--- config.mk ---
export PLATFORM = sky130hd
export DESIGN_NAME = rbe_csr
export DESIGN_NICKNAME = d
export VERILOG_FILES = /design/src/sv/rbe_pkg.sv /design/src/sv/rbe_csr.sv
export SDC_FILE = /design/constraint.sdc
export NUM_CORES = 1
export LEC_CHECK = 0
export ABC_AREA = 0
export BUFFER_PORTS_ARGS = -buffer_cell sky130_fd_sc_hd__buf_2
export CAP_MARGIN = 40
export CELL_PAD_IN_SITES_DETAIL_PLACEMENT = 1
export CELL_PAD_IN_SITES_GLOBAL_PLACEMENT = 1
export CORE_MARGIN = 2
export CORE_UTILIZATION = 35
export CTS_BUF_LIST = sky130_fd_sc_hd__clkbuf_4 sky130_fd_sc_hd__clkbuf_8 sky130_fd_sc_hd__clkbuf_16
export DETAILED_ROUTE_END_ITERATION = 8
export PLACE_DENSITY_LB_ADDON = 0.3
export SYNTH_ARGS = -nofsm -noshare
export SYNTH_HDL_FRONTEND = slang
export SYNTH_SLANG_ARGS = --single-unit
--- constraint.sdc ---
create_clock -name clock -period 1.67 [get_ports clock]
set_clock_uncertainty 0.2 [all_clocks]
set_input_delay 0.2505 -clock clock [delete_from_list [all_inputs] [get_ports clock]]
set_output_delay 0.2505 -clock clock [all_outputs]
set_load 0.02 [all_outputs]
--- src/sv/rbe_pkg.sv ---
// Shared types, codes and helpers of the rigid body integrator.
package rbe_pkg;

   // Action codes carried on the request channel
   localparam logic [1:0] ACT_FORCE  = 2'd0;
   localparam logic [1:0] ACT_SETVEL = 2'd1;
   localparam logic [1:0] ACT_TICK   = 2'd2;

   // Register indexes (paddr[4:2])
   localparam int unsigned CSR_AW = 5;
   localparam logic [2:0] REG_INV_MASS  = 3'd0;
   localparam logic [2:0] REG_FRICTION  = 3'd1;
   localparam logic [2:0] REG_GRAV_EN   = 3'd2;
   localparam logic [2:0] REG_GRAV_ACC  = 3'd3;
   localparam logic [2:0] REG_SPEED_LIM = 3'd4;

   // Wide sum width: 32 bit state plus a signed 49 bit product
   localparam int unsigned SUM_W = 50;
   localparam logic signed [SUM_W-1:0] SUM_MAX = 50'sh0_7FFF_FFFF;
   localparam logic signed [SUM_W-1:0] SUM_MIN = -50'sh0_8000_0000;
   localparam logic signed [SUM_W-1:0] Q_ONE   = 50'sd65536;

   typedef struct packed {
      logic [31:0] inv_mass;
      logic [31:0] friction_coeff;
      logic        gravity_enable;
      logic [30:0] gravity_accel;
      logic [30:0] speed_limit;
   } cfg_type;

   typedef struct packed {
      logic        start;
      logic        ack;
      logic [1:0]  action;
      logic [15:0] dt;
   } lane_ctl_type;

   typedef struct packed {
      logic done;
   } lane_stat_type;

   typedef enum logic [3:0] {
      L_IDLE,
      L_FORCE_MUL,
      L_FORCE_ADD,
      L_GRAV_MUL,
      L_GRAV_ADD,
      L_FRIC_MUL,
      L_FRIC_SAT,
      L_FMASS_MUL,
      L_FMASS_ADD,
      L_VEL_MUL,
      L_VEL_ADD,
      L_DISP_MUL,
      L_DISP_SET,
      L_DONE
   } lane_state_type;

   function automatic logic signed [31:0] sat32(input logic signed [SUM_W-1:0] v);
      logic signed [31:0] r;
      if (v > SUM_MAX) begin
         r = 32'sh7FFF_FFFF;
      end else if (v < SUM_MIN) begin
         r = 32'sh8000_0000;
      end else begin
         r = v[31:0];
      end
      return r;
   endfunction

endpackage

--- src/sv/rbe_csr.sv ---
// APB-style configuration register file of the rigid body integrator.
module rbe_csr (
   input  logic                       clock,
   input  logic                       reset,
   input  logic                       psel,
   input  logic                       penable,
   input  logic                       pwrite,
   input  logic [rbe_pkg::CSR_AW-1:0] paddr,
   input  logic [31:0]                pwdata,
   output logic [31:0]                prdata,
   output logic                       pready,
   output rbe_pkg::cfg_type           cfg
);

   rbe_pkg::cfg_type cfg_ff;
   rbe_pkg::cfg_type cfg_in;
   logic [2:0]       index;
   logic             wr;

   assign index  = paddr[rbe_pkg::CSR_AW-1:2];
   assign pready = 1'b1;
   assign wr     = psel && penable && pwrite;
   assign cfg    = cfg_ff;

   always_comb begin
      cfg_in = cfg_ff;
      if (wr) begin
         unique case (index)
            rbe_pkg::REG_INV_MASS:  cfg_in.inv_mass       = pwdata;
            rbe_pkg::REG_FRICTION:  cfg_in.friction_coeff = pwdata;
            rbe_pkg::REG_GRAV_EN:   cfg_in.gravity_enable = pwdata[0];
            rbe_pkg::REG_GRAV_ACC:  cfg_in.gravity_accel  = pwdata[30:0];
            rbe_pkg::REG_SPEED_LIM: cfg_in.speed_limit    = pwdata[30:0];
            default: ;
         endcase
      end
   end

   always_comb begin
      unique case (index)
         rbe_pkg::REG_INV_MASS:  prdata = cfg_ff.inv_mass;
         rbe_pkg::REG_FRICTION:  prdata = cfg_ff.friction_coeff;
         rbe_pkg::REG_GRAV_EN:   prdata = {31'd0, cfg_ff.gravity_enable};
         rbe_pkg::REG_GRAV_ACC:  prdata = {1'b0, cfg_ff.gravity_accel};
         rbe_pkg::REG_SPEED_LIM: prdata = {1'b0, cfg_ff.speed_limit};
         default:                prdata = '0;
      endcase
   end

   always_ff @(posedge clock) begin
      if (reset) begin
         cfg_ff.inv_mass       <= 32'd65536;
         cfg_ff.friction_coeff <= 32'd0;
         cfg_ff.gravity_enable <= 1'b0;
         cfg_ff.gravity_accel  <= 31'd642252;
         cfg_ff.speed_limit    <= 31'd655360;
      end else begin
         cfg_ff <= cfg_in;
      end
   end

endmodule

* Word-level counts from Yosys, hierarchy flattened
Cells that the tools add are included.
** Operators by class
- Equal/unequal tests :: 4
- Reduce and logical (&&, ||, !) cells :: 8
- Mux-type cells :: 1
** Operator list (number)
- 32-bit one-hot mux with 5 select lines :: 1
- 2-bit AND reduction :: 5
- 3-bit by 2-bit equality test with 1-bit output, second input constant :: 2
- 3-bit by 1-bit equality test with 1-bit output, second input constant :: 1
- 3-bit equality test, second input constant :: 1
- 3-bit logical NOT :: 1
- 1-bit logical AND :: 2
** Storage, ports and cells
- Register bits after elaboration :: 127
- Output and inout bits :: 160
- Input port bits :: 42
- Word-level logic and storage cells :: 18

* Longest topological paths before layout
- Word-level depth :: 3
- Gate-level depth with buffers :: 7
- Depth with buffers taken out :: 3

* Least setup slack after synthesis
No wires, ideal clock.
- Path kind :: in2out
- Start point :: input port paddr[4] (netlist name)
- End point :: output port prdata[10]
- Stages :: 6
- Buffers on the path :: 3
- Arrival :: 1.326 ns
- Required time :: 1.219 ns
- Path slack :: -0.106 ns
- Path through :: buf_4 > nor2_2 > and2_0 > clkbuf_1 > buf_4 > a221o_1
** On the way
- Cells in the longest elaborated chain, start to end :: 2
- Elaborated cells between the ends (all ways) :: 6
- Classes of those cells :: 4 x eq/ne; 1 x mux; 1 x reduce/logical
** Ends and longest elaborated chain
- start, declared :: line rbe_csr.sv:8 : input logic [rbe_pkg::CSR_AW-1:0] paddr,
- 3-bit equality test (tied with other cells) :: line rbe_csr.sv:40 : unique case (index)
- 32-bit one-hot mux with 5 select lines * :: line rbe_csr.sv:40
- end, declared :: line rbe_csr.sv:10 : output logic [31:0] prdata,
Mark *: on every way between the ends. The rest lies on a longest branch, timed or not.

* Worst setup path in the final report
- Start point :: input port paddr[2] (netlist name)
- End point :: output port prdata[12]
The elaborated chain is that of the path after synthesis.

==> flow_metrics.tcl <==
set metrics [dict create \
    final.min_clock_period_ns 1.90 \
    worstSetupPathType "in2out" \
    clock_latency_ns 0.40 \
    dieHeight_um 133 \
    drtIter0Drc 202 \
    clockBufferDepth 2 \
    cts_made_buffers 17 \
    worstPathArrival_ns 1.44 \
    syn-cell-area_mm2 0.00585 \
    design_area_mm2 0.00841 \
    power_frac_clock_pct 50.0 \
    ant_nets 0 \
    register_area_mm2 0.00256 \
    maxCapViolCount 0 \
    syn_to_final_growth_pct 43.7 \
    fin_util_pct 51.1 \
    multi_input_area_mm2 0.00304 \
    ys_types 29 \
    status "complete, but fails checks" \
    grt_pass1_wl_mm 30.9 \
    fin_crit_sh_pct 113 \
    first_pass_iters 4 \
    coreArea_mm2 0.0165 \
    wl_mm 20.1 \
    antenna_found_initial 3 \
    grt.total_usage_pct 22.3 \
    clock_sinks 127 \
    totalPowerFinal_w 0.00738 \
    start_util_pct 35.5 \
    die-area_mm2 0.0178 \
    rsz0062_at_grt "true" \
    syn_inst 556 \
    ios 202 \
    io_buffers 198 \
    root_buffer "clkbuf_16" \
    synth.avg_cell_area_um2 10.5 \
    num_rows 47 \
    hp-class "in2reg" \
    p_sw_w 0.00165 \
    setup_ws_ns -0.225 \
    via_count 5148 \
    grt_pass1_vias 5477 \
    syn_nets 598 \
    vdd_drop_max_mv 0.710 \
    ys_ff_latch 127 \
    fillerInstances 1796 \
    vias_per_cell 5.04 \
    overflow 0 \
    post-route-drc-count 0 \
    gp_congestion 0.757 \
    cellPowerDensity_mw_per_mm2 878 \
    finalSetupViolCount 32 \
    placed_cell_area_mm2 0.00728 \
    power_leakage_nw 4.17 \
    die_w_um 133 \
    p_comb_share_pct 8.3 \
    wl_per_cell_um 19.7 \
    cts_tree "built" \
    critPathRequiredTime_ns 1.22 \
    final_hold_viol_count 0 \
    p_int_w 0.00574 \
    largest_reg_flops 127 \
    cp_max_fo 8 \
    synth_seq_area_share_pct 43.5 \
    switching_share_pct 22.3 \
    finalNetCount 830 \
    clkTransAtPathRegs_ns 0.05 \
    grt_start_max_net_pins 96 \
    cp_num_buf_inv 3 \
    slew_violations 0 \
    htreeDepth 4 \
    crit_path_end_kind "output port" \
    max_clock_freq_ghz 0.528 \
    cpPeakStageDelay_ns 0.31 \
    crit_family "compound AO/OA/AOI/OAI gates" \
    violations "setup timing" \
    crit_chain "buf_8, and3b_4, buf_12, a22o_1, a221o_1, buf_6" \
    yosys_warnings 0 \
    start_kind "input pin" \
    crit_slowest_cell "a221o_1" \
    drive_above_1_share_pct 36.6 \
    dp_hpwl_mm 13.1 \
    power_frac_seq_pct 41.6 \
]
-- layout by cell type, fill, tap and decap left out, drive strengths merged --
cell type	Yosys	routed
buf	27	236
nand2b	146	146
mux2i	129	129
dfxtp	127	127
a22o	31	31
a221o	30	30
dlygate4sd3	0	25
nor2	25	25
clkbuf	21	25
nand2	5	5
and2	4	4
clkinv	0	3
bufinv	0	2
diode	0	1
nor3	1	1
and3b	1	1
nor3b	1	1
o22ai	1	1
o21ai	1	1
o21a	1	1
and4b	1	1
and4	1	1
nor2b	1	1
nand3b	1	1
conb	1	1
clkinvlp	0	1
-- through the flow --
stage	hold WS (ns)	TNS [ns]	setup slack (ns)	cells
after floorplan	0.212	-1.04	-0.0348	556
after global placement	0.271	-6.38	-0.255	955
after detailed placement	0.285	-8.44	-0.286	955
after CTS	0.000249	-5.80	-0.243	1017
after global routing	0.0165	-6.82	-0.255	1021
final	0.00783	-5.74	-0.225	1021
-- routing by layer --
metal	up-vias	part of all wire, %	GRT usage (%)	wire length, µm
li1	2408	-	-	-
met1	2515	45	28.0	8970
met2	195	48	38.0	9660
met3	26	6.0	5.82	1210
met4	4	1.3	6.21	267
met5	-	0.13	0	27
-- timing repair --
item | CTS | global route
pin swaps | 8 | 5
setup endpoints to repair | 32 | 32
resized for setup | 62 | 8
endpoints found under the hold margin | 58 | 0
buffers inserted | 3 | 3
cloned | 3 | 0
hold buffers | 25 | 0
-- layout make-up --
class / count / share of cell area (%)
antenna: 1 / 0.0298
clock buffer: 25 / 6.00
clock inverter: 6 / 0.982
multi-input combinational: 381 / 36.2
sequential: 127 / 30.5
tap: 220 / 3.27
timing repair buffer: 261 / 23.1
-- synthesized netlist by cell type --
library cell	instances	share of area [%]
a221o_1	30	5.1
a22o_1	31	4.6
and2_0	1	0.11
and2_1	1	0.11
and2_4	2	0.30
and3b_1	1	0.15
and4_1	1	0.15
and4b_4	1	0.24
buf_12	2	0.68
buf_2	10	0.86
buf_4	12	1.5
buf_6	3	0.58
clkbuf_1	21	1.3
conb_1	1	0.064
dfxtp_1	127	43
mux2i_1	129	22
nand2_1	3	0.19
nand2_2	1	0.11
nand2_4	1	0.19
nand2b_1	146	16
nand3b_2	1	0.19
nor2_1	24	1.5
nor2_2	1	0.11
nor2b_1	1	0.11
nor3_1	1	0.085
nor3b_1	1	0.13
o21a_1	1	0.13
o21ai_0	1	0.085
o22ai_1	1	0.11
-- cell families (layout without fill, tap and decap cells) --
kind of cell,after synthesis,in the layout,share of synthesized area (%)
AO/OA/AOI/OAI,64,64,10.1
buffers and inverters,48,292,5.00
flip-flops,127,127,43.5
multiplexers,129,129,22.1
other,1,2,0.0641
AND/OR/NAND/NOR,187,187,19.3
-- path summary, 6_finish.rpt --
check	start	endpoint	slack, ns	depth (start not counted)
worst max-delay path	paddr[2]	prdata[12]	-0.23	6
worst min-delay path	pwdata[4]	cfg[67]$_SDFFE_PP0P_	0.008	3
worst max register to register	cfg[39]$_SDFFE_PP0P_	cfg[39]$_SDFFE_PP0P_	0.73	3
worst min register to register	cfg[84]$_SDFFE_PP0P_	cfg[84]$_SDFFE_PP0P_	0.29	2
-- worst min-delay path, delay by kind of cell --
family | cells | cell delay (ns)
multiplexers | 1 | 0.14
AND/OR/NAND/NOR | 1 | 0.10
buffers and inverters | 1 | 0.08
-- power by group through the flow --
stage          logic, W  clock network, W  registers (W)
6_report       0.000616           0.00369        0.00307
5_1_grt        0.000654           0.00388        0.00308
4_1_cts        0.000609           0.00374        0.00307
3_5_place_dp   0.000515                 0        0.00314
3_3_place_gp   0.000498                 0        0.00314
2_1_floorplan  0.000296                 0        0.00316
Note: power is estimated with default switching activity, not from simulation.
