[config.mk]
export PLATFORM = sky130hd
export DESIGN_NAME = rbe_lane
export DESIGN_NICKNAME = d
export VERILOG_FILES = /design/src/sv/rbe_pkg.sv /design/src/sv/rbe_lane.sv
export SDC_FILE = /design/constraint.sdc
export NUM_CORES = 2
export LEC_CHECK = 0
export CAP_MARGIN = 20
export CELL_PAD_IN_SITES_DETAIL_PLACEMENT = 2
export CELL_PAD_IN_SITES_GLOBAL_PLACEMENT = 2
export CORE_MARGIN = 1.5
export CORE_UTILIZATION = 37
export CTS_CLUSTER_SIZE = 10
export DETAILED_ROUTE_END_ITERATION = 10
export DONT_BUFFER_PORTS = 1
export HOLD_SLACK_MARGIN = 0.06
export PLACE_DENSITY_LB_ADDON = 0.05
export SLEW_MARGIN = 20
export SYNTH_ARGS = -nofsm -noshare
export SYNTH_HDL_FRONTEND = slang
export SYNTH_SLANG_ARGS = --single-unit
[constraint.sdc]
create_clock -name clock -period 12.2 [get_ports clock]
set_input_delay 2.44 -clock clock [delete_from_list [all_inputs] [get_ports clock]]
set_output_delay 2.44 -clock clock [all_outputs]
set_load 0.02 [all_outputs]
[src/sv/rbe_pkg.sv]
// Shared types, codes and helpers of the rigid body integrator.
package rbe_pkg;

   // Action codes carried on the request channel
   localparam logic [1:0] ACT_FORCE  = 2'd0;
   localparam logic [1:0] ACT_SETVEL = 2'd1;
   localparam logic [1:0] ACT_TICK   = 2'd2;

   // Register indexes (paddr[4:2])
   localparam int unsigned CSR_AW = 5;
   localparam logic [2:0] REG_INV_MASS  = 3'd0;
   localparam logic [2:0] REG_FRICTION  = 3'd1;
   localparam logic [2:0] REG_GRAV_EN   = 3'd2;
   localparam logic [2:0] REG_GRAV_ACC  = 3'd3;
   localparam logic [2:0] REG_SPEED_LIM = 3'd4;

   // Wide sum width: 32 bit state plus a signed 49 bit product
   localparam int unsigned SUM_W = 50;
   localparam logic signed [SUM_W-1:0] SUM_MAX = 50'sh0_7FFF_FFFF;
   localparam logic signed [SUM_W-1:0] SUM_MIN = -50'sh0_8000_0000;
   localparam logic signed [SUM_W-1:0] Q_ONE   = 50'sd65536;

   typedef struct packed {
      logic [31:0] inv_mass;
      logic [31:0] friction_coeff;
      logic        gravity_enable;
      logic [30:0] gravity_accel;
      logic [30:0] speed_limit;
   } cfg_type;

   typedef struct packed {
      logic        start;
      logic        ack;
      logic [1:0]  action;
      logic [15:0] dt;
   } lane_ctl_type;

   typedef struct packed {
      logic done;
   } lane_stat_type;

   typedef enum logic [3:0] {
      L_IDLE,
      L_FORCE_MUL,
      L_FORCE_ADD,
      L_GRAV_MUL,
      L_GRAV_ADD,
      L_FRIC_MUL,
      L_FRIC_SAT,
      L_FMASS_MUL,
      L_FMASS_ADD,
      L_VEL_MUL,
      L_VEL_ADD,
      L_DISP_MUL,
      L_DISP_SET,
      L_DONE
   } lane_state_type;

   function automatic logic signed [31:0] sat32(input logic signed [SUM_W-1:0] v);
      logic signed [31:0] r;
      if (v > SUM_MAX) begin
         r = 32'sh7FFF_FFFF;
      end else if (v < SUM_MIN) begin
         r = 32'sh8000_0000;
      end else begin
         r = v[31:0];
      end
      return r;
   endfunction

endpackage

[src/sv/rbe_lane.sv]
// One axis of the integrator: velocity, acceleration, displacement and one reused Q16.16 multiplier.
module rbe_lane (
   input  logic                    clock,
   input  logic                    reset,
   input  rbe_pkg::lane_ctl_type   ctl,
   input  logic signed [31:0]      value,
   input  rbe_pkg::cfg_type        cfg,
   input  logic                    grav_use,
   input  logic [30:0]             limit,
   output rbe_pkg::lane_stat_type  stat,
   output logic signed [31:0]      vel,
   output logic signed [31:0]      disp
);

   rbe_pkg::lane_state_type state_ff, state_in;
   logic signed [31:0] vel_ff, vel_in;
   logic signed [31:0] acc_ff, acc_in;
   logic signed [31:0] disp_ff, disp_in;
   logic signed [31:0] opnd_ff, opnd_in;
   logic [15:0]        dt_ff, dt_in;
   logic [47:0]        q_ff, q_in;
   logic               neg_ff, neg_in;

   logic [31:0]        mul_a;
   logic [31:0]        mul_b;
   logic [31:0]        mag;
   logic [63:0]        prod;

   logic signed [rbe_pkg::SUM_W-1:0] qext;
   logic signed [rbe_pkg::SUM_W-1:0] sp;
   logic signed [rbe_pkg::SUM_W-1:0] acc_sum;
   logic signed [rbe_pkg::SUM_W-1:0] vel_sum;
   logic signed [rbe_pkg::SUM_W-1:0] lim;
   logic signed [rbe_pkg::SUM_W-1:0] clip;
   logic signed [31:0]               settled;

   // Sign-magnitude multiply, truncation toward zero after the >> 16
   assign mag    = mul_a[31] ? (32'd0 - mul_a) : mul_a;
   assign prod   = 64'(mag) * 64'(mul_b);
   assign q_in   = prod[63:16];
   assign neg_in = mul_a[31];

   assign qext    = $signed({2'b00, q_ff});
   assign sp      = neg_ff ? -qext : qext;
   assign acc_sum = $signed({{18{acc_ff[31]}}, acc_ff}) + sp;
   assign vel_sum = $signed({{18{vel_ff[31]}}, vel_ff}) + sp;
   assign lim     = $signed({19'd0, limit});

   always_comb begin
      if (vel_sum > lim) begin
         clip = lim;
      end else if (vel_sum < -lim) begin
         clip = -lim;
      end else begin
         clip = vel_sum;
      end
      if (clip >= -rbe_pkg::Q_ONE && clip <= rbe_pkg::Q_ONE) begin
         settled = '0;
      end else begin
         settled = clip[31:0];
      end
   end

   always_comb begin
      state_in = state_ff;
      vel_in   = vel_ff;
      acc_in   = acc_ff;
      disp_in  = disp_ff;
      opnd_in  = opnd_ff;
      dt_in    = dt_ff;
      mul_a    = '0;
      mul_b    = '0;
      unique case (state_ff)
         rbe_pkg::L_IDLE: begin
            if (ctl.start) begin
               opnd_in = value;
               dt_in   = ctl.dt;
               disp_in = '0;
               unique case (ctl.action)
                  rbe_pkg::ACT_FORCE:  state_in = rbe_pkg::L_FORCE_MUL;
                  rbe_pkg::ACT_SETVEL: begin
                     vel_in   = value;
                     state_in = rbe_pkg::L_DONE;
                  end
                  rbe_pkg::ACT_TICK: begin
                     state_in = cfg.gravity_enable ? rbe_pkg::L_GRAV_MUL
                                                   : rbe_pkg::L_FRIC_MUL;
                  end
                  default: state_in = rbe_pkg::L_DONE;
               endcase
            end
         end
         rbe_pkg::L_FORCE_MUL: begin
            mul_a    = opnd_ff;
            mul_b    = cfg.inv_mass;
            state_in = rbe_pkg::L_FORCE_ADD;
         end
         rbe_pkg::L_FORCE_ADD: begin
            acc_in   = rbe_pkg::sat32(acc_sum);
            state_in = rbe_pkg::L_DONE;
         end
         rbe_pkg::L_GRAV_MUL: begin
            mul_a    = {1'b0, cfg.gravity_accel};
            mul_b    = cfg.inv_mass;
            state_in = rbe_pkg::L_GRAV_ADD;
         end
         rbe_pkg::L_GRAV_ADD: begin
            // gravity acts on the vertical lane only
            if (grav_use) begin
               acc_in = rbe_pkg::sat32(acc_sum);
            end
            state_in = rbe_pkg::L_FRIC_MUL;
         end
         rbe_pkg::L_FRIC_MUL: begin
            mul_a    = vel_ff;
            mul_b    = cfg.friction_coeff;
            state_in = rbe_pkg::L_FRIC_SAT;
         end
         rbe_pkg::L_FRIC_SAT: begin
            opnd_in  = rbe_pkg::sat32(-sp);
            state_in = rbe_pkg::L_FMASS_MUL;
         end
         rbe_pkg::L_FMASS_MUL: begin
            mul_a    = opnd_ff;
            mul_b    = cfg.inv_mass;
            state_in = rbe_pkg::L_FMASS_ADD;
         end
         rbe_pkg::L_FMASS_ADD: begin
            acc_in   = rbe_pkg::sat32(acc_sum);
            state_in = rbe_pkg::L_VEL_MUL;
         end
         rbe_pkg::L_VEL_MUL: begin
            mul_a    = acc_ff;
            mul_b    = {16'd0, dt_ff};
            state_in = rbe_pkg::L_VEL_ADD;
         end
         rbe_pkg::L_VEL_ADD: begin
            vel_in   = settled;
            state_in = rbe_pkg::L_DISP_MUL;
         end
         rbe_pkg::L_DISP_MUL: begin
            mul_a    = vel_ff;
            mul_b    = {16'd0, dt_ff};
            state_in = rbe_pkg::L_DISP_SET;
         end
         rbe_pkg::L_DISP_SET: begin
            disp_in  = sp[31:0];
            acc_in   = '0;
            state_in = rbe_pkg::L_DONE;
         end
         rbe_pkg::L_DONE: begin
            if (ctl.ack) begin
               state_in = rbe_pkg::L_IDLE;
            end
         end
         default: state_in = rbe_pkg::L_IDLE;
      endcase
   end

   always_ff @(posedge clock) begin
      if (reset) begin
         state_ff <= rbe_pkg::L_IDLE;
         vel_ff   <= '0;
         acc_ff   <= '0;
         disp_ff  <= '0;
      end else begin
         state_ff <= state_in;
         vel_ff   <= vel_in;
         acc_ff   <= acc_in;
         disp_ff  <= disp_in;
      end
   end

   always_ff @(posedge clock) begin
      opnd_ff <= opnd_in;
      dt_ff   <= dt_in;
      q_ff    <= q_in;
      neg_ff  <= neg_in;
   end

   assign stat.done = (state_ff == rbe_pkg::L_DONE);
   assign vel       = vel_ff;
   assign disp      = disp_ff;

   a_acc_clear: assert property (@(posedge clock) disable iff (reset)
      state_ff == rbe_pkg::L_DISP_SET |=> acc_ff == '0)
      else $error("acceleration not cleared at end of tick");

   a_vel_limit: assert property (@(posedge clock) disable iff (reset)
      state_ff == rbe_pkg::L_VEL_ADD |=>
         (vel_ff <= $signed({1'b0, $past(limit)}) &&
          vel_ff >= -$signed({1'b0, $past(limit)})))
      else $error("velocity outside speed limit after tick");

   a_disp_zero: assert property (@(posedge clock) disable iff (reset)
      state_ff == rbe_pkg::L_IDLE && ctl.start && ctl.action != rbe_pkg::ACT_TICK
         |=> disp_ff == '0)
      else $error("displacement not zero for a non-tick word");

endmodule

* Word level (Yosys, flattened, before mapping)
Cells that the tools add are included.
** Word-level totals
- Flip-flop bits (word level) :: 197
- Input port bits :: 213
- Output and inout bits :: 65
- Logic and storage cells :: 86
** Cells by class
- $add $sub $neg :: 6
- Multiply operators :: 1
- Order comparisons :: 8
- Equal/unequal tests :: 19
- Muxes and demuxes :: 25
- Reductions and logical operators :: 19
** Operator list (number)
- 32-bit two-way mux :: 11
- 32-bit case mux with 2 select lines :: 3
- 32-bit case mux with 3 select lines :: 2
- 50-bit two-way mux :: 3
- 32-bit case mux with 4 select lines :: 1
- 32-bit by 50-bit adder with 50-bit output :: 2
- 50-bit by 32-bit > comparator with 1-bit output (second input constant) :: 2
- 50-bit by 32-bit < comparator with 1-bit output (second input constant) :: 2
- 32-bit by 32-bit multiplier with 64-bit output :: 1
- 4-bit case mux with 13 select lines :: 1
- 50-bit by 17-bit >= comparator with 1-bit output (second input constant) :: 1
- 50-bit by 32-bit > comparator with 1-bit output :: 1
- 50-bit by 18-bit less-or-equal comparator with 1-bit output (second input constant) :: 1
- 50-bit < comparator :: 1
- 31-bit negator with 50-bit output :: 1
- 48-bit negator with 50-bit output :: 1
- 50-bit negator :: 1
- 1-bit by 32-bit subtractor with 32-bit output (first input constant) :: 1
- 4-bit equality test (second input constant) :: 6
- 4-bit by 3-bit equality test with 1-bit output (second input constant) :: 4
- 2-bit AND reduction :: 5
- 2-bit OR reduction :: 5
- 4-bit by 2-bit equality test with 1-bit output (second input constant) :: 2
- 4-bit two-way mux :: 2
- 14 further kinds :: 18

* Depth between registers and ports, before layout
- Depth after elaboration :: 10
- Mapped depth :: 51
- Depth with buffers taken out :: 48

* Worst setup path before layout
No wires, ideal clock.
- Path kind :: input -> register
- From :: in cfg[38] (netlist name)
- To :: reg q_ff[45]
- Setup time :: 115 ps
- Data arrival time :: 12581 ps
- Path slack :: -496 ps
- Stages on the path :: 42
- Cell sequence :: a222oi_1 nand2_1 nor2_1 nand3_1 nor2_1 nand3_1 or2_2 nor2b_1 and3_1 clkbuf_1 a21oi_1 xnor2_1 clkbuf_1 nor2_1 fa_1 inv_1 fa_1 fa_1 [... 6 more ...] fa_1 inv_1 ha_1 a21o_1 a21oi_1 o211ai_1 a221oi_1 o31ai_1 a22o_1 a221o_1 a21oi_1 o21ai_0 o2111ai_1 nor2_1 nor3_1 o21ai_0 a211o_1 and2_1
** Between the ends
- Longest elaborated chain between the ends :: 4
** RTL lines
- from (decl) :: RTL line rbe_lane.sv:7 : input rbe_pkg::cfg_type cfg,
- 32-bit case mux with 4 select lines * :: RTL line rbe_lane.sv:73 : unique case (state_ff)
- 1-bit by 32-bit subtractor with 32-bit output :: RTL line rbe_lane.sv:38 : assign mag = mul_a[31] ? (32'd0 - mul_a) : mul_a;
- 32-bit two-way mux * :: RTL line rbe_lane.sv:38
- 32-bit by 32-bit multiplier with 64-bit output * :: RTL line rbe_lane.sv:39 : assign prod = 64'(mag) * 64'(mul_b);
- net prod[61] :: RTL line rbe_lane.sv:27 : logic [63:0] prod;
- to (signal assigned) :: RTL line rbe_lane.sv:177 : q_ff <= q_in;
- to (decl) :: RTL line rbe_lane.sv:21 : logic [47:0] q_ff, q_in;
Mark *: on every way through the listed nets, which the timed path passes. The rest lies on a longest branch.
A chain may end at the register's enable or synchronous reset.

* Worst setup path after layout
Same ends and word-level chain as after synthesis.

==> metrics.md <==
| Metric | Value |
|---|---|
| Cell occurring most often along the worst timing path | fa_1 |
| Number of rows in the core area | 137 |
| Total routed wirelength | 236 mm |
| RSZ-0062 raised after global routing | yes |
| CP Capture Type | flop |
| Die Outline Area | 143,000 sq um |
| Post-route fraction of the period consumed by the critical path | just under 100% |
| Cts bufs inserted | 17 |
| Cell count after synthesis | 6,406 |
| Area growth from synthesis to layout | 14.4% |
| Htree depth | 4 |
| Effective utilization at floorplan | a little under two fifths |
| Post-Syn Nets | 7,958 |
| DR iter-0 viols | 3,037 |
| Final worst clock skew | 36.6 ps |
| Register area share after synthesis | 8.47% |
| Crit path time final | 12,130 ps |
| Post-synth EDFFs | 48 |
| Count of buffers inserted at the top-level ports | 0 |
| Final number of max-transition violations | 0 |
| Power per standard cell area | between 200 and 300 nW/um^2 |
| Maximum frequency from static timing analysis | between 80 and 90 MHz |
| DRC viols | 0 |
| Final setup fails | 0 |
| Min setup slack post-route | 65.6 ps |
| IR drop worst, VDD | about 0.16 mV |
| Area share of the largest cell type after synthesis | between 30% and 40% |
| Top-level port count | 278 |
| Netlist area before placement | 52,200 sq um |
| Post-synth ARST share | 0% |
| Cell variety after synth | 98 |
| Critical path class | input pin to flop |
| Die outline width | around 380 um |
| Area of the placeable core | between 100,000 and 150,000 sq um |
| Insertion delay of the later-clocked pin in the worst-skew pair | 570 ps |
| Highest net fanout along the worst path | 4 |
| Number of maximum-capacitance constraint violations | 0 |
| Actual slew at the worst max-slew pin | between 1000 and 1500 ps |
| Vertical extent of the die | 379 um |
| Vias in the first global route | 54,400 |
| TritonCTS clock tree | yes |
| Global Route Usage Sum | 33.1% |
| Post-cts hold buffer count | 0 |
| Synth Area per Inst | 8.15 sq um |
| Total number of vias | 48,200 |
| Number of failing hold endpoints at the final stage | 0 |
| Worst path max stage delay | between 600 and 700 ps |
| Final net count | between 8,000 and 9,000 |
| Leakage component of the power | 0.0284 uW |
| WP data required | ~13,000 ps |
| Number of filler cells placed in the layout | 15,700 |
| CTS Buffer Depth | 2 |
| Synth top area cells | fa_1 (34%), ha_1 (11%), inv_1 (7.2%), nor2_1 (6.2%), nand2_1 (5.8%) |
| Crit path DAT | 12,580 ps |
| Status | finished clean |
| Ys Warns | 0 |
| Weighted congestion at the end of routability-driven global placement | 0.978 |
| Clock Sink Count | roughly 200 |
| Launching element type of the critical path | input pin |
| Class of the most critical hold timing path | flop to flop |
| Maximum number of pins on one net before global-route repair | 81 |
| CTS Root Buffer Type | clkbuf_16 |
| Antenna violations before repair | 16 |
| Global-route congestion overflow total | 0 |
| Cell with the largest stage delay on the worst path | fa_1 |
| Global-route wire length before repair | 352 mm |
| Number of storage elements in the synthesis netlist | between 150 and 200 |
| Avg WL per Cell | 27.5 um |
| Remaining max-slew budget at the tightest pin | 20.9% |
| Reg clk slew, reported paths | 90 ps |
| Average vias per placed instance | 5.62 |
| Drt pass-1 iters | 10 |
| Share of cells above drive strength 1 | 12.2% |
| Cell type with the highest aggregate area in the netlist | fa_1 |
| Most instantiated flip-flop cell in the synthesis netlist | dfxtp_1 |
| Detail Placement HPWL | about 200 mm |
| Worst slack at placement | -1380 ps |
| Hold_ws | 515 ps |
| ANT nets after route | 0 |
[worst paths after layout]
path	from	endpoint	slack, ps	cells after the start
worst max-delay path	cfg[38]	q_ff[45]	70	44
worst min-delay path	acc_ff[29]	acc_ff[29]	510	2
worst max register to register	state_ff[2]	q_ff[45]	740	45
worst min register to register	acc_ff[29]	acc_ff[29]	510	2
[cell families (layout without fill, tap and decap cells)]
| logic type | Yosys count | count (layout) | share of synthesized area, % |
|---|---|---|---|
| mux | 17 | 17 | 0.335 |
| simple gates | 2215 | 2215 | 18.5 |
| buf+inv | 1314 | 1590 | 9.55 |
| xor+xnor | 291 | 291 | 4.88 |
| other cells | 0 | 23 | 0 |
| compound gates | 1033 | 1033 | 13.2 |
| fa+ha+maj | 1339 | 1339 | 45.0 |
| flops | 197 | 197 | 8.47 |
[what timing repair did]
item / CTS / global route
resized for setup: 39 / 116
endpoints found under the setup margin: 14 / 21
cloned: 0 / 1
pin swaps: 30 / 113
buffers inserted: 15 / 20
[metrics by stage]
stage | cells | setup TNS [ps] | cell area, sq um | utilization [%] | total power, uW
5_1_grt | 8571 | -1150 | 59700 | 42.7 | 17700
6_report | 8581 | 0 | 59700 | 42.7 | 16500
2_1_floorplan | 6406 | 0 | 52400 | - | 8790
3_3_place_gp | 8491 | -11810 | 58100 | 41.6 | 14500
3_5_place_dp | 8491 | -16900 | 58100 | 41.6 | 14900
4_1_cts | 8538 | 0 | 59000 | 42.2 | 15900
[state kept, by name, summed over array words and instances, names as in the netlist]
signal / cells
acc_ff: 32
disp: 32
dt_ff: 16
neg_ff: 1
opnd_ff: 32
q_ff: 48
state_ff: 4
vel: 32
[worst max-delay path, delay by kind of cell]
family          cells  cell delay [ps]
xor+xnor            1              200
fa+ha+maj           9             4480
simple gates       12             1800
compound gates     15             3020
buf+inv             7              610
[cell usage in the layout, fill, tap and decap left out, drive strengths merged, types with 34 or more instances in the layout]
cell type  Yosys  routed
or3           34      34
a21o          85      85
nand2b        40      40
edfxtp        48      48
dfxtp        149     149
fa           897     897
inv          996    1008
a21oi        290     290
ha           442     442
nand3         81      81
nand4         59      59
a211oi        57      57
nor4          37      37
nand2        802     802
buf           31     559
a22oi         42      42
nor3          82      82
o31ai         37      37
and2          61      61
and3          38      38
o21ai        194     194
xnor2        197     197
a31oi         34      34
xor2          94      94
nor2         865     865
[power breakdown]
part / switching (uW) / internal, uW
Clock: 404 / 298
Sequential: 248 / 904
Combinational: 9010 / 5590
[layout make-up]
| type | count | area, sq um | share of cell area, % |
|---|---|---|---|
| Multi-Input combinational cell | 4895 | 43700 | 73.2 |
| Tap cell | 1876 | 2350 | 3.93 |
| Inverter | 998 | 3750 | 6.27 |
| Timing Repair Buffer | 560 | 4750 | 7.95 |
| Antenna cell | 23 | 57.6 | 0.0964 |
| Sequential cell | 197 | 4430 | 7.41 |
| Clock buffer | 17 | 425 | 0.712 |
| Clock inverter | 15 | 241 | 0.404 |
[metal layers]
layer  vias up  routed length (um)  track usage [%]
li1      21200                   -                -
met1     25600               98300             41.9
met2      1077              118000             57.5
met3       300               10500             4.20
met4         6                9240             11.8
met5         -                  36                0
[Yosys cell counts, types with 22 or more instances]
cell        n
nor2_1    864
clkbuf_1  285
edfxtp_1   48
o21ai_0   184
nor3_1     81
a31oi_1    33
o21a_1     31
and2_1     58
inv_1     995
o31ai_1    37
xor2_1     94
nand2b_1   40
nor2b_1    28
dfxtp_1   149
a22o_1     22
ha_1      442
xnor2_1   197
a222oi_1   32
nand2_1   802
a22oi_1    42
o211ai_1   25
nand3_1    80
nor4_1     33
or3_1      34
a211oi_1   56
a21oi_1   289
a21o_1     85
fa_1      897
a221o_1    29
and3_1     38
nand4_1    59
Power figures use the tool's default switching activity.
